===== src/rtl/core/stq_pkg.sv =====
`timescale 1ns / 1ps
// ----------------------------------------------------------------------------
// stq_pkg
// shared types and constants of the timer queue with earliest-deadline compare
// ----------------------------------------------------------------------------
package stq_pkg;

	localparam int TIMER_SLOTS_DEF = 16;

	localparam logic [2:0] ACT_REGISTER = 3'd0;
	localparam logic [2:0] ACT_DELETE   = 3'd1;
	localparam logic [2:0] ACT_ARM      = 3'd2;
	localparam logic [2:0] ACT_DISARM   = 3'd3;
	localparam logic [2:0] ACT_TIMEOUT  = 3'd4;

	typedef struct packed {
		logic [2:0]  action;
		logic [3:0]  slot;
		logic [63:0] deadline;
		logic [63:0] now_time;
	} in_t;

	typedef struct packed {
		logic        fired_valid;
		logic [3:0]  fired_slot;
		logic        reprogram;
		logic [63:0] compare_value;
		logic        last;
	} out_t;

endpackage


===== src/rtl/core/stq_ram.sv =====
`timescale 1ns / 1ps
// ----------------------------------------------------------------------------
// stq_ram
// generic single-write single-read memory with registered read data
// ----------------------------------------------------------------------------
module stq_ram #(
	parameter int WIDTH  = 64,
	parameter int DEPTH  = 16,
	parameter int ADDR_W = (DEPTH > 1) ? $clog2(DEPTH) : 1
) (
	input  logic              clk,
	input  logic              we,
	input  logic [ADDR_W-1:0] waddr,
	input  logic [WIDTH-1:0]  wdata,
	input  logic              re,
	input  logic [ADDR_W-1:0] raddr,
	output logic [WIDTH-1:0]  rdata
);

	logic [WIDTH-1:0] mem_q [DEPTH];

	always_ff @(posedge clk) begin
		if (we) begin
			mem_q[waddr] <= wdata;
		end
		if (re) begin
			rdata <= mem_q[raddr];
		end
	end

endmodule


===== src/rtl/core/stq_engine.sv =====
`timescale 1ns / 1ps
// ----------------------------------------------------------------------------
// stq_engine
// request decode, slot mark update and sequential scan of the deadline memory
// ----------------------------------------------------------------------------
module stq_engine #(
	parameter int TIMER_SLOTS = stq_pkg::TIMER_SLOTS_DEF,
	parameter int IDX_W       = (TIMER_SLOTS > 1) ? $clog2(TIMER_SLOTS) : 1
) (
	input  logic               clk,
	input  logic               arst_n,
	input  logic               req_valid,
	output logic               req_ready,
	input  stq_pkg::in_t       req,
	output logic               res_valid,
	output stq_pkg::out_t      res,
	input  logic               out_free,
	output logic               ram_we,
	output logic [IDX_W-1:0]   ram_waddr,
	output logic [63:0]        ram_wdata,
	output logic               ram_re,
	output logic [IDX_W-1:0]   ram_raddr,
	input  logic [63:0]        ram_rdata
);

	localparam int CNT_W = $clog2(TIMER_SLOTS + 1);

	typedef enum logic [1:0] {
		ST_IDLE,
		ST_SCAN,
		ST_CLOSE
	} state_t;

	state_t                 state_q;
	logic [TIMER_SLOTS-1:0] valid_q;
	logic [TIMER_SLOTS-1:0] pend_q;
	logic [63:0]            cmp_q;
	logic [63:0]            min_q;
	logic                   found_q;
	logic                   timeout_q;
	logic [63:0]            now_q;
	logic [CNT_W-1:0]       issue_q;
	logic                   v_s1;
	logic [IDX_W-1:0]       idx_s1;

	logic                   accept;
	logic                   slot_ok;
	logic [IDX_W-1:0]       slot_ix;
	logic                   issue_done;
	logic                   eligible;
	logic                   fire;
	logic                   proc;
	logic                   adv;
	logic                   close_go;
	logic                   reprog;

	assign req_ready  = (state_q == ST_IDLE);
	assign accept     = req_valid && req_ready;
	assign slot_ok    = 32'(req.slot) < 32'(TIMER_SLOTS);
	assign slot_ix    = IDX_W'(req.slot);
	assign issue_done = (issue_q == CNT_W'(TIMER_SLOTS));

	assign eligible = v_s1 && valid_q[idx_s1] && pend_q[idx_s1];
	assign fire     = timeout_q && eligible && (ram_rdata <= now_q);
	assign proc     = v_s1 && out_free;
	assign adv      = !v_s1 || proc;
	assign close_go = (state_q == ST_CLOSE) && out_free;
	assign reprog   = found_q && (min_q != cmp_q);

	assign ram_we    = accept && (req.action == stq_pkg::ACT_ARM) && slot_ok && valid_q[slot_ix];
	assign ram_waddr = slot_ix;
	assign ram_wdata = req.deadline;
	assign ram_re    = (state_q == ST_SCAN) && !issue_done && adv;
	assign ram_raddr = issue_q[IDX_W-1:0];

	always_comb begin
		res       = '0;
		res_valid = 1'b0;
		if (proc && fire) begin
			res_valid       = 1'b1;
			res.fired_valid = 1'b1;
			res.fired_slot  = 4'(idx_s1);
		end else if (close_go) begin
			res_valid         = 1'b1;
			res.reprogram     = reprog;
			res.compare_value = reprog ? min_q : cmp_q;
			res.last          = 1'b1;
		end
	end

	always_ff @(posedge clk or negedge arst_n) begin
		if (!arst_n) begin
			state_q   <= ST_IDLE;
			valid_q   <= '0;
			pend_q    <= '0;
			cmp_q     <= '0;
			min_q     <= '0;
			found_q   <= 1'b0;
			timeout_q <= 1'b0;
			now_q     <= '0;
			issue_q   <= '0;
			v_s1      <= 1'b0;
			idx_s1    <= '0;
		end else begin
			case (state_q)
				ST_IDLE: begin
					if (accept) begin
						state_q   <= ST_SCAN;
						found_q   <= 1'b0;
						issue_q   <= '0;
						v_s1      <= 1'b0;
						timeout_q <= (req.action == stq_pkg::ACT_TIMEOUT);
						now_q     <= req.now_time;
						if (slot_ok) begin
							case (req.action)
								stq_pkg::ACT_REGISTER: begin
									valid_q[slot_ix] <= 1'b1;
									pend_q[slot_ix]  <= 1'b0;
								end
								stq_pkg::ACT_DELETE: begin
									valid_q[slot_ix] <= 1'b0;
									pend_q[slot_ix]  <= 1'b0;
								end
								stq_pkg::ACT_ARM: begin
									if (valid_q[slot_ix]) begin
										pend_q[slot_ix] <= 1'b1;
									end
								end
								stq_pkg::ACT_DISARM: begin
									if (valid_q[slot_ix]) begin
										pend_q[slot_ix] <= 1'b0;
									end
								end
								default: begin
								end
							endcase
						end
					end
				end
				ST_SCAN: begin
					if (proc) begin
						if (fire) begin
							pend_q[idx_s1] <= 1'b0;
						end else if (eligible && (!found_q || ram_rdata < min_q)) begin
							found_q <= 1'b1;
							min_q   <= ram_rdata;
						end
					end
					if (ram_re) begin
						issue_q <= issue_q + CNT_W'(1);
						idx_s1  <= ram_raddr;
						v_s1    <= 1'b1;
					end else if (proc) begin
						v_s1 <= 1'b0;
					end
					if (issue_done && adv) begin
						state_q <= ST_CLOSE;
					end
				end
				ST_CLOSE: begin
					if (close_go) begin
						if (reprog) begin
							cmp_q <= min_q;
						end
						state_q <= ST_IDLE;
					end
				end
				default: begin
					state_q <= ST_IDLE;
				end
			endcase
		end
	end

endmodule


===== src/rtl/core/software_timer_queue_min_deadline.sv =====
`timescale 1ns / 1ps
// ----------------------------------------------------------------------------
// software_timer_queue_min_deadline
// timer slot table with expiry reporting and earliest-deadline compare update
// ----------------------------------------------------------------------------
// one request at a time: the deadline memory is scanned one slot per cycle
// through its single read port while the output is not stalled, and a new
// request is accepted only after the closing transaction has been handed on
// each fire transaction is registered at the output after its slot's read
// data returns, and the closing transaction follows once the scan is done
// reset clears the valid and pending marks and the compare value, not the memory
module software_timer_queue_min_deadline #(
	parameter int TIMER_SLOTS = stq_pkg::TIMER_SLOTS_DEF
) (
	input  logic          clk,
	input  logic          arst_n,
	input  logic          in_valid,
	output logic          in_ready,
	input  stq_pkg::in_t  in_data,
	output logic          out_valid,
	input  logic          out_ready,
	output stq_pkg::out_t out_data
);

	localparam int IDX_W = (TIMER_SLOTS > 1) ? $clog2(TIMER_SLOTS) : 1;

	logic             res_valid;
	stq_pkg::out_t    res;
	logic             out_free;
	logic             out_valid_q;
	stq_pkg::out_t    out_q;
	logic             ram_we;
	logic [IDX_W-1:0] ram_waddr;
	logic [63:0]      ram_wdata;
	logic             ram_re;
	logic [IDX_W-1:0] ram_raddr;
	logic [63:0]      ram_rdata;

	stq_engine #(
		.TIMER_SLOTS(TIMER_SLOTS),
		.IDX_W      (IDX_W)
	) u_engine (
		.clk       (clk),
		.arst_n    (arst_n),
		.req_valid (in_valid),
		.req_ready (in_ready),
		.req       (in_data),
		.res_valid (res_valid),
		.res       (res),
		.out_free  (out_free),
		.ram_we    (ram_we),
		.ram_waddr (ram_waddr),
		.ram_wdata (ram_wdata),
		.ram_re    (ram_re),
		.ram_raddr (ram_raddr),
		.ram_rdata (ram_rdata)
	);

	stq_ram #(
		.WIDTH (64),
		.DEPTH (TIMER_SLOTS),
		.ADDR_W(IDX_W)
	) u_deadline_ram (
		.clk   (clk),
		.we    (ram_we),
		.waddr (ram_waddr),
		.wdata (ram_wdata),
		.re    (ram_re),
		.raddr (ram_raddr),
		.rdata (ram_rdata)
	);

	assign out_free  = !out_valid_q || out_ready;
	assign out_valid = out_valid_q;
	assign out_data  = out_q;

	always_ff @(posedge clk or negedge arst_n) begin
		if (!arst_n) begin
			out_valid_q <= 1'b0;
		end else if (out_free) begin
			out_valid_q <= res_valid;
		end
	end

	always_ff @(posedge clk) begin
		if (out_free && res_valid) begin
			out_q <= res;
		end
	end

endmodule


===== config.mk =====
export PLATFORM = sky130hd
export DESIGN_NAME = software_timer_queue_min_deadline
export DESIGN_NICKNAME = d
export VERILOG_FILES = /design/src/rtl/core/stq_pkg.sv /design/src/rtl/core/stq_ram.sv /design/src/rtl/core/stq_engine.sv /design/src/rtl/core/software_timer_queue_min_deadline.sv
export SDC_FILE = /design/constraint.sdc
export NUM_CORES = 2
export LEC_CHECK = 0
export ABC_AREA = 1
export BUFFER_PORTS_ARGS = -buffer_cell sky130_fd_sc_hd__buf_2
export CORE_MARGIN = 4
export CORE_UTILIZATION = 65
export DETAILED_ROUTE_END_ITERATION = 6
export GPL_ROUTABILITY_DRIVEN = 0
export PLACE_DENSITY_LB_ADDON = 0.08
export SLEW_MARGIN = 20
export SYNTH_ARGS = -nofsm -noshare
export SYNTH_HDL_FRONTEND = slang
export SYNTH_SLANG_ARGS = --single-unit
export TNS_END_PERCENT = 20

===== constraint.sdc =====
create_clock -name clk -period 12.9 [get_ports clk]
set_input_delay 0.645 -clock clk [delete_from_list [all_inputs] [get_ports clk]]
set_output_delay 0.645 -clock clk [all_outputs]
set_load 0.05 [all_outputs]

==> summary.md <==
| Metric | Value |
|---|---|
| Status | `complete, no violations` |
| Ys flop type | `edfxtp_1` |
| RR Startpoint | `u_engine.issue_q[0]$_DFFE_PN0P_` |
| Vias | `40,400` |
| Syn avg cell area | `11.4 sq um` |
| Data required, critical path | `13.52 ns` |
| Root buffer cell | `clkbuf_16` |
| Setup violations, final | `0` |
| Wire per inst | `22.3 um` |
| Pwr dens | `222 nW/um^2` |
| Vias per inst | `6.18` |
| # IOs | `212` |
| TritonCTS clock tree | `done` |
| Inst Count DP | `6,283` |
| Filler Cell Count | `6,048` |
| GR Util All Layers | `0.306` |
| Overall die width | `308 um` |
| Worst r2r dst | `u_deadline_ram.rdata[41]$_DFFE_PP_` |
| Worst rel slew slack | `0.229` |
| Longest Clk Path Bufs | `3` |
| Initial antenna violation count | `15` |
| Total wire length | `146 mm` |
| VDD IR max | `0.194 mV` |
| FF+latch count, synth | `1,398` |
| R2R Setup Slk | `8.25 ns` |
| Clock sink total | `1,398` |
| Die Area | `95,100 sq um` |
| Non-filler cells in the finished layout | `6,543` |
| Hold WC Path Type | `input port to flop` |
| Crit path DAT | `5.27 ns` |
| PostCTS Resize Cnt | `0` |
| Reg clk slew, reported paths | `0.06 ns` |
| Setup Skew | `0.0253 ns` |
| First-pass GRT wire length | `221 mm` |
| Final slew viol count | `0` |
| Synth Net Count | `5,411` |
| Post-Syn Area | `58,700 sq um` |
| Core area | `88,900 sq um` |
| Total congestion overflow | `0` |
| Final ANT Viol Nets | `0` |
| First-pass iteration count of the detailed router | `6` |
| Post-DP HPWL | `84.0 mm` |
| CP startpoint kind | `flop` |
| EDFF count, synth | `1,159` |
| Final hold violations | `0` |
| Initial DRC Count | `4,760` |
| Static Leak | `24.7 nW` |
| Crit Path Class | `flop to flop` |
| Die height | `308 um` |
| Core Rows | `109` |
| Detailed-route DRC error count | `0` |
| Syn. warnings | `0` |
| Slew of the pin with the lowest slew margin | `1.16 ns` |
| Tcrit/Tclk final | `0.361` |
| Vias in the first global route | `37,600` |
| Worst r2r path cells | `8` |
| RSZ-0062 raised after global routing | `no` |
| Syn-to-layout area delta | `11.5%` |
| Pin count of the biggest net entering global routing | `217` |
| Critical Path Sink | `u_deadline_ram.rdata[41]$_DFFE_PP_` |
| Synth unique cells | `34` |
| Crit Path Max Fanout | `216` |
| Seq/Total Area, Yosys | `0.695` |
| Tmin final | `4.65 ns` |
| Crit. End Element | `flop` |
| Async SR Flop Fraction | `0.171` |
| Setup Buffers After CTS | `0` |
| Initial Util | `0.660` |
| Later-pin clock latency in the skew report | `0.75 ns` |
| Number of max-cap violations | `0` |
| CTS Buf Count | `140` |
| H-tree Lvls | `4` |
| F_max | `0.215 GHz` |
| Mapped Cells | `5,143` |
| Input/output buffers | `211` |
| Layout cell share with drive strength beyond 1 | `0.0957` |
| NumNets Final | `5,532` |
| CP startpoint | `u_engine.issue_q[0]$_DFFE_PN0P_` |
| TNS Setup | `0 ns` |
==> critical path: stages, from the launching register on <==
cell     delay (ns)
dfrtp_4        0.72
inv_8          0.57
buf_4          0.78
buf_12         0.71
buf_4          0.91
o21ai_0        0.24
o22ai_1        0.19
nand2_1        0.08
nand4_1        0.12
==> area by class of cell <==
type / count / area, sq um / area share
Antenna cell: 5 / 12.5 / 0.000191
Clock buffer: 177 / 3790 / 0.0579
Clock inverter: 74 / 777 / 0.0119
Inverter: 325 / 1240 / 0.0189
Multi-Input combinational cell: 3136 / 15700 / 0.240
Sequential cell: 1398 / 40800 / 0.624
Tap cell: 1165 / 1460 / 0.0223
Timing Repair Buffer: 263 / 1620 / 0.0248
==> per-layer routing <==
metal  GRT usage  up-vias  routed length, um
met2       0.476     1969              68100
met1       0.443    19700              59600
met4       0.105       12               4230
met3      0.0559      303              14000
li1            -    18400                  -
met5           0        -                 80
==> registers in the layout, indices dropped and copies added, names as in the netlist, named ones only <==
name,flops
u_deadline_ram.mem_q,1024
out_data,71
u_deadline_ram.rdata,64
u_engine.cmp_q,64
u_engine.min_q,64
u_engine.now_q,64
u_engine.issue_q,5
u_engine.idx_s1,4
u_engine.state_q,2
out_valid,1
u_engine.found_q,1
u_engine.timeout_q,1
u_engine.v_s1,1
==> layout by cell type, fill, tap and decap left out, drive strengths merged, types with 84 or more instances in the layout <==
cell	synthesis	routed
a21oi	84	84
inv	323	329
edfxtp	1159	1159
dfrtp	239	239
clkbuf	222	177
o21ai	621	621
ha	129	129
nand2	880	880
buf	62	262
nor2	761	761
nand4	171	171
o22ai	339	339
==> Yosys cell counts, types with 2 or more instances <==
cell / n / area share
nand3b_1: 2 / 0.00026
ha_1: 129 / 0.028
nor2_1: 756 / 0.048
nor3_1: 16 / 0.0014
nor4_1: 2 / 0.00021
nand4_1: 171 / 0.018
inv_2: 8 / 0.00051
a21oi_1: 84 / 0.0072
inv_1: 315 / 0.020
xor2_1: 8 / 0.0012
o21ai_0: 621 / 0.053
xnor2_1: 43 / 0.0064
nand2_1: 879 / 0.056
dfrtp_1: 239 / 0.10
o22ai_1: 339 / 0.036
clkbuf_1: 222 / 0.014
buf_1: 19 / 0.0012
o21bai_1: 2 / 0.00026
o211ai_1: 4 / 0.00051
o21a_1: 6 / 0.00077
nand3_1: 42 / 0.0036
edfxtp_1: 1159 / 0.59
nor2_2: 5 / 0.00053
a31oi_1: 5 / 0.00053
a22oi_1: 16 / 0.0020
clkinv_1: 2 / 0.00013
buf_2: 42 / 0.0036
==> per-stage QoR <==
stage | area [sq um] | util | power [W] | hold WS [ns] | setup slack, ns
5_1_grt | 65400 | 0.735 | 0.0153 | 0.0945 | 7.97
6_report | 65400 | 0.736 | 0.0145 | 0.117 | 8.25
3_5_place_dp | 60700 | 0.683 | 0.0105 | 0.480 | 8.37
4_1_cts | 65300 | 0.735 | 0.0145 | 0.0752 | 8.36
3_3_place_gp | 60700 | 0.682 | 0.0104 | 0.470 | 8.44
2_1_floorplan | 58700 | - | 0.00898 | 0.349 | 7.69
==> power by group <==
| group | switching [W] | internal [W] | leakage [nW] |
|---|---|---|---|
| registers | 0.000514 | 0.00543 | 13.5 |
| clock network | 0.00170 | 0.00233 | 2.24 |
| logic | 0.00313 | 0.00143 | 8.97 |
==> worst min-delay path by stage <==
| stage | cells past startpoint | endpoint | from |
|---|---|---|---|
| CTS | 3 | u_engine.now_q[33]$_DFFE_PN0P_ | in_data[33] |
| finish | 3 | u_engine.now_q[33]$_DFFE_PN0P_ | in_data[33] |
| global route | 3 | u_engine.now_q[20]$_DFFE_PN0P_ | in_data[20] |
| detailed placement | 2 | flop | flop |
| floorplan | 0 | async pin | arst_n |
| global placement | 2 | flop | flop |
==> kinds of logic after synthesis <==
logic type / share of synthesized area
flip-flops: 0.695
adder cells (fa/ha/maj): 0.0275
buffers and inverters: 0.0399
AO/OA/AOI/OAI: 0.101
XOR/XNOR: 0.00761
AND/OR/NAND/NOR: 0.129
==> repair_timing <==
action                     in CTS  in global routing
hold buffers                    1                  0
hold endpoints to repair       47                  0
setup endpoints to repair       0                  0
Power figures use the tool's default switching activity.
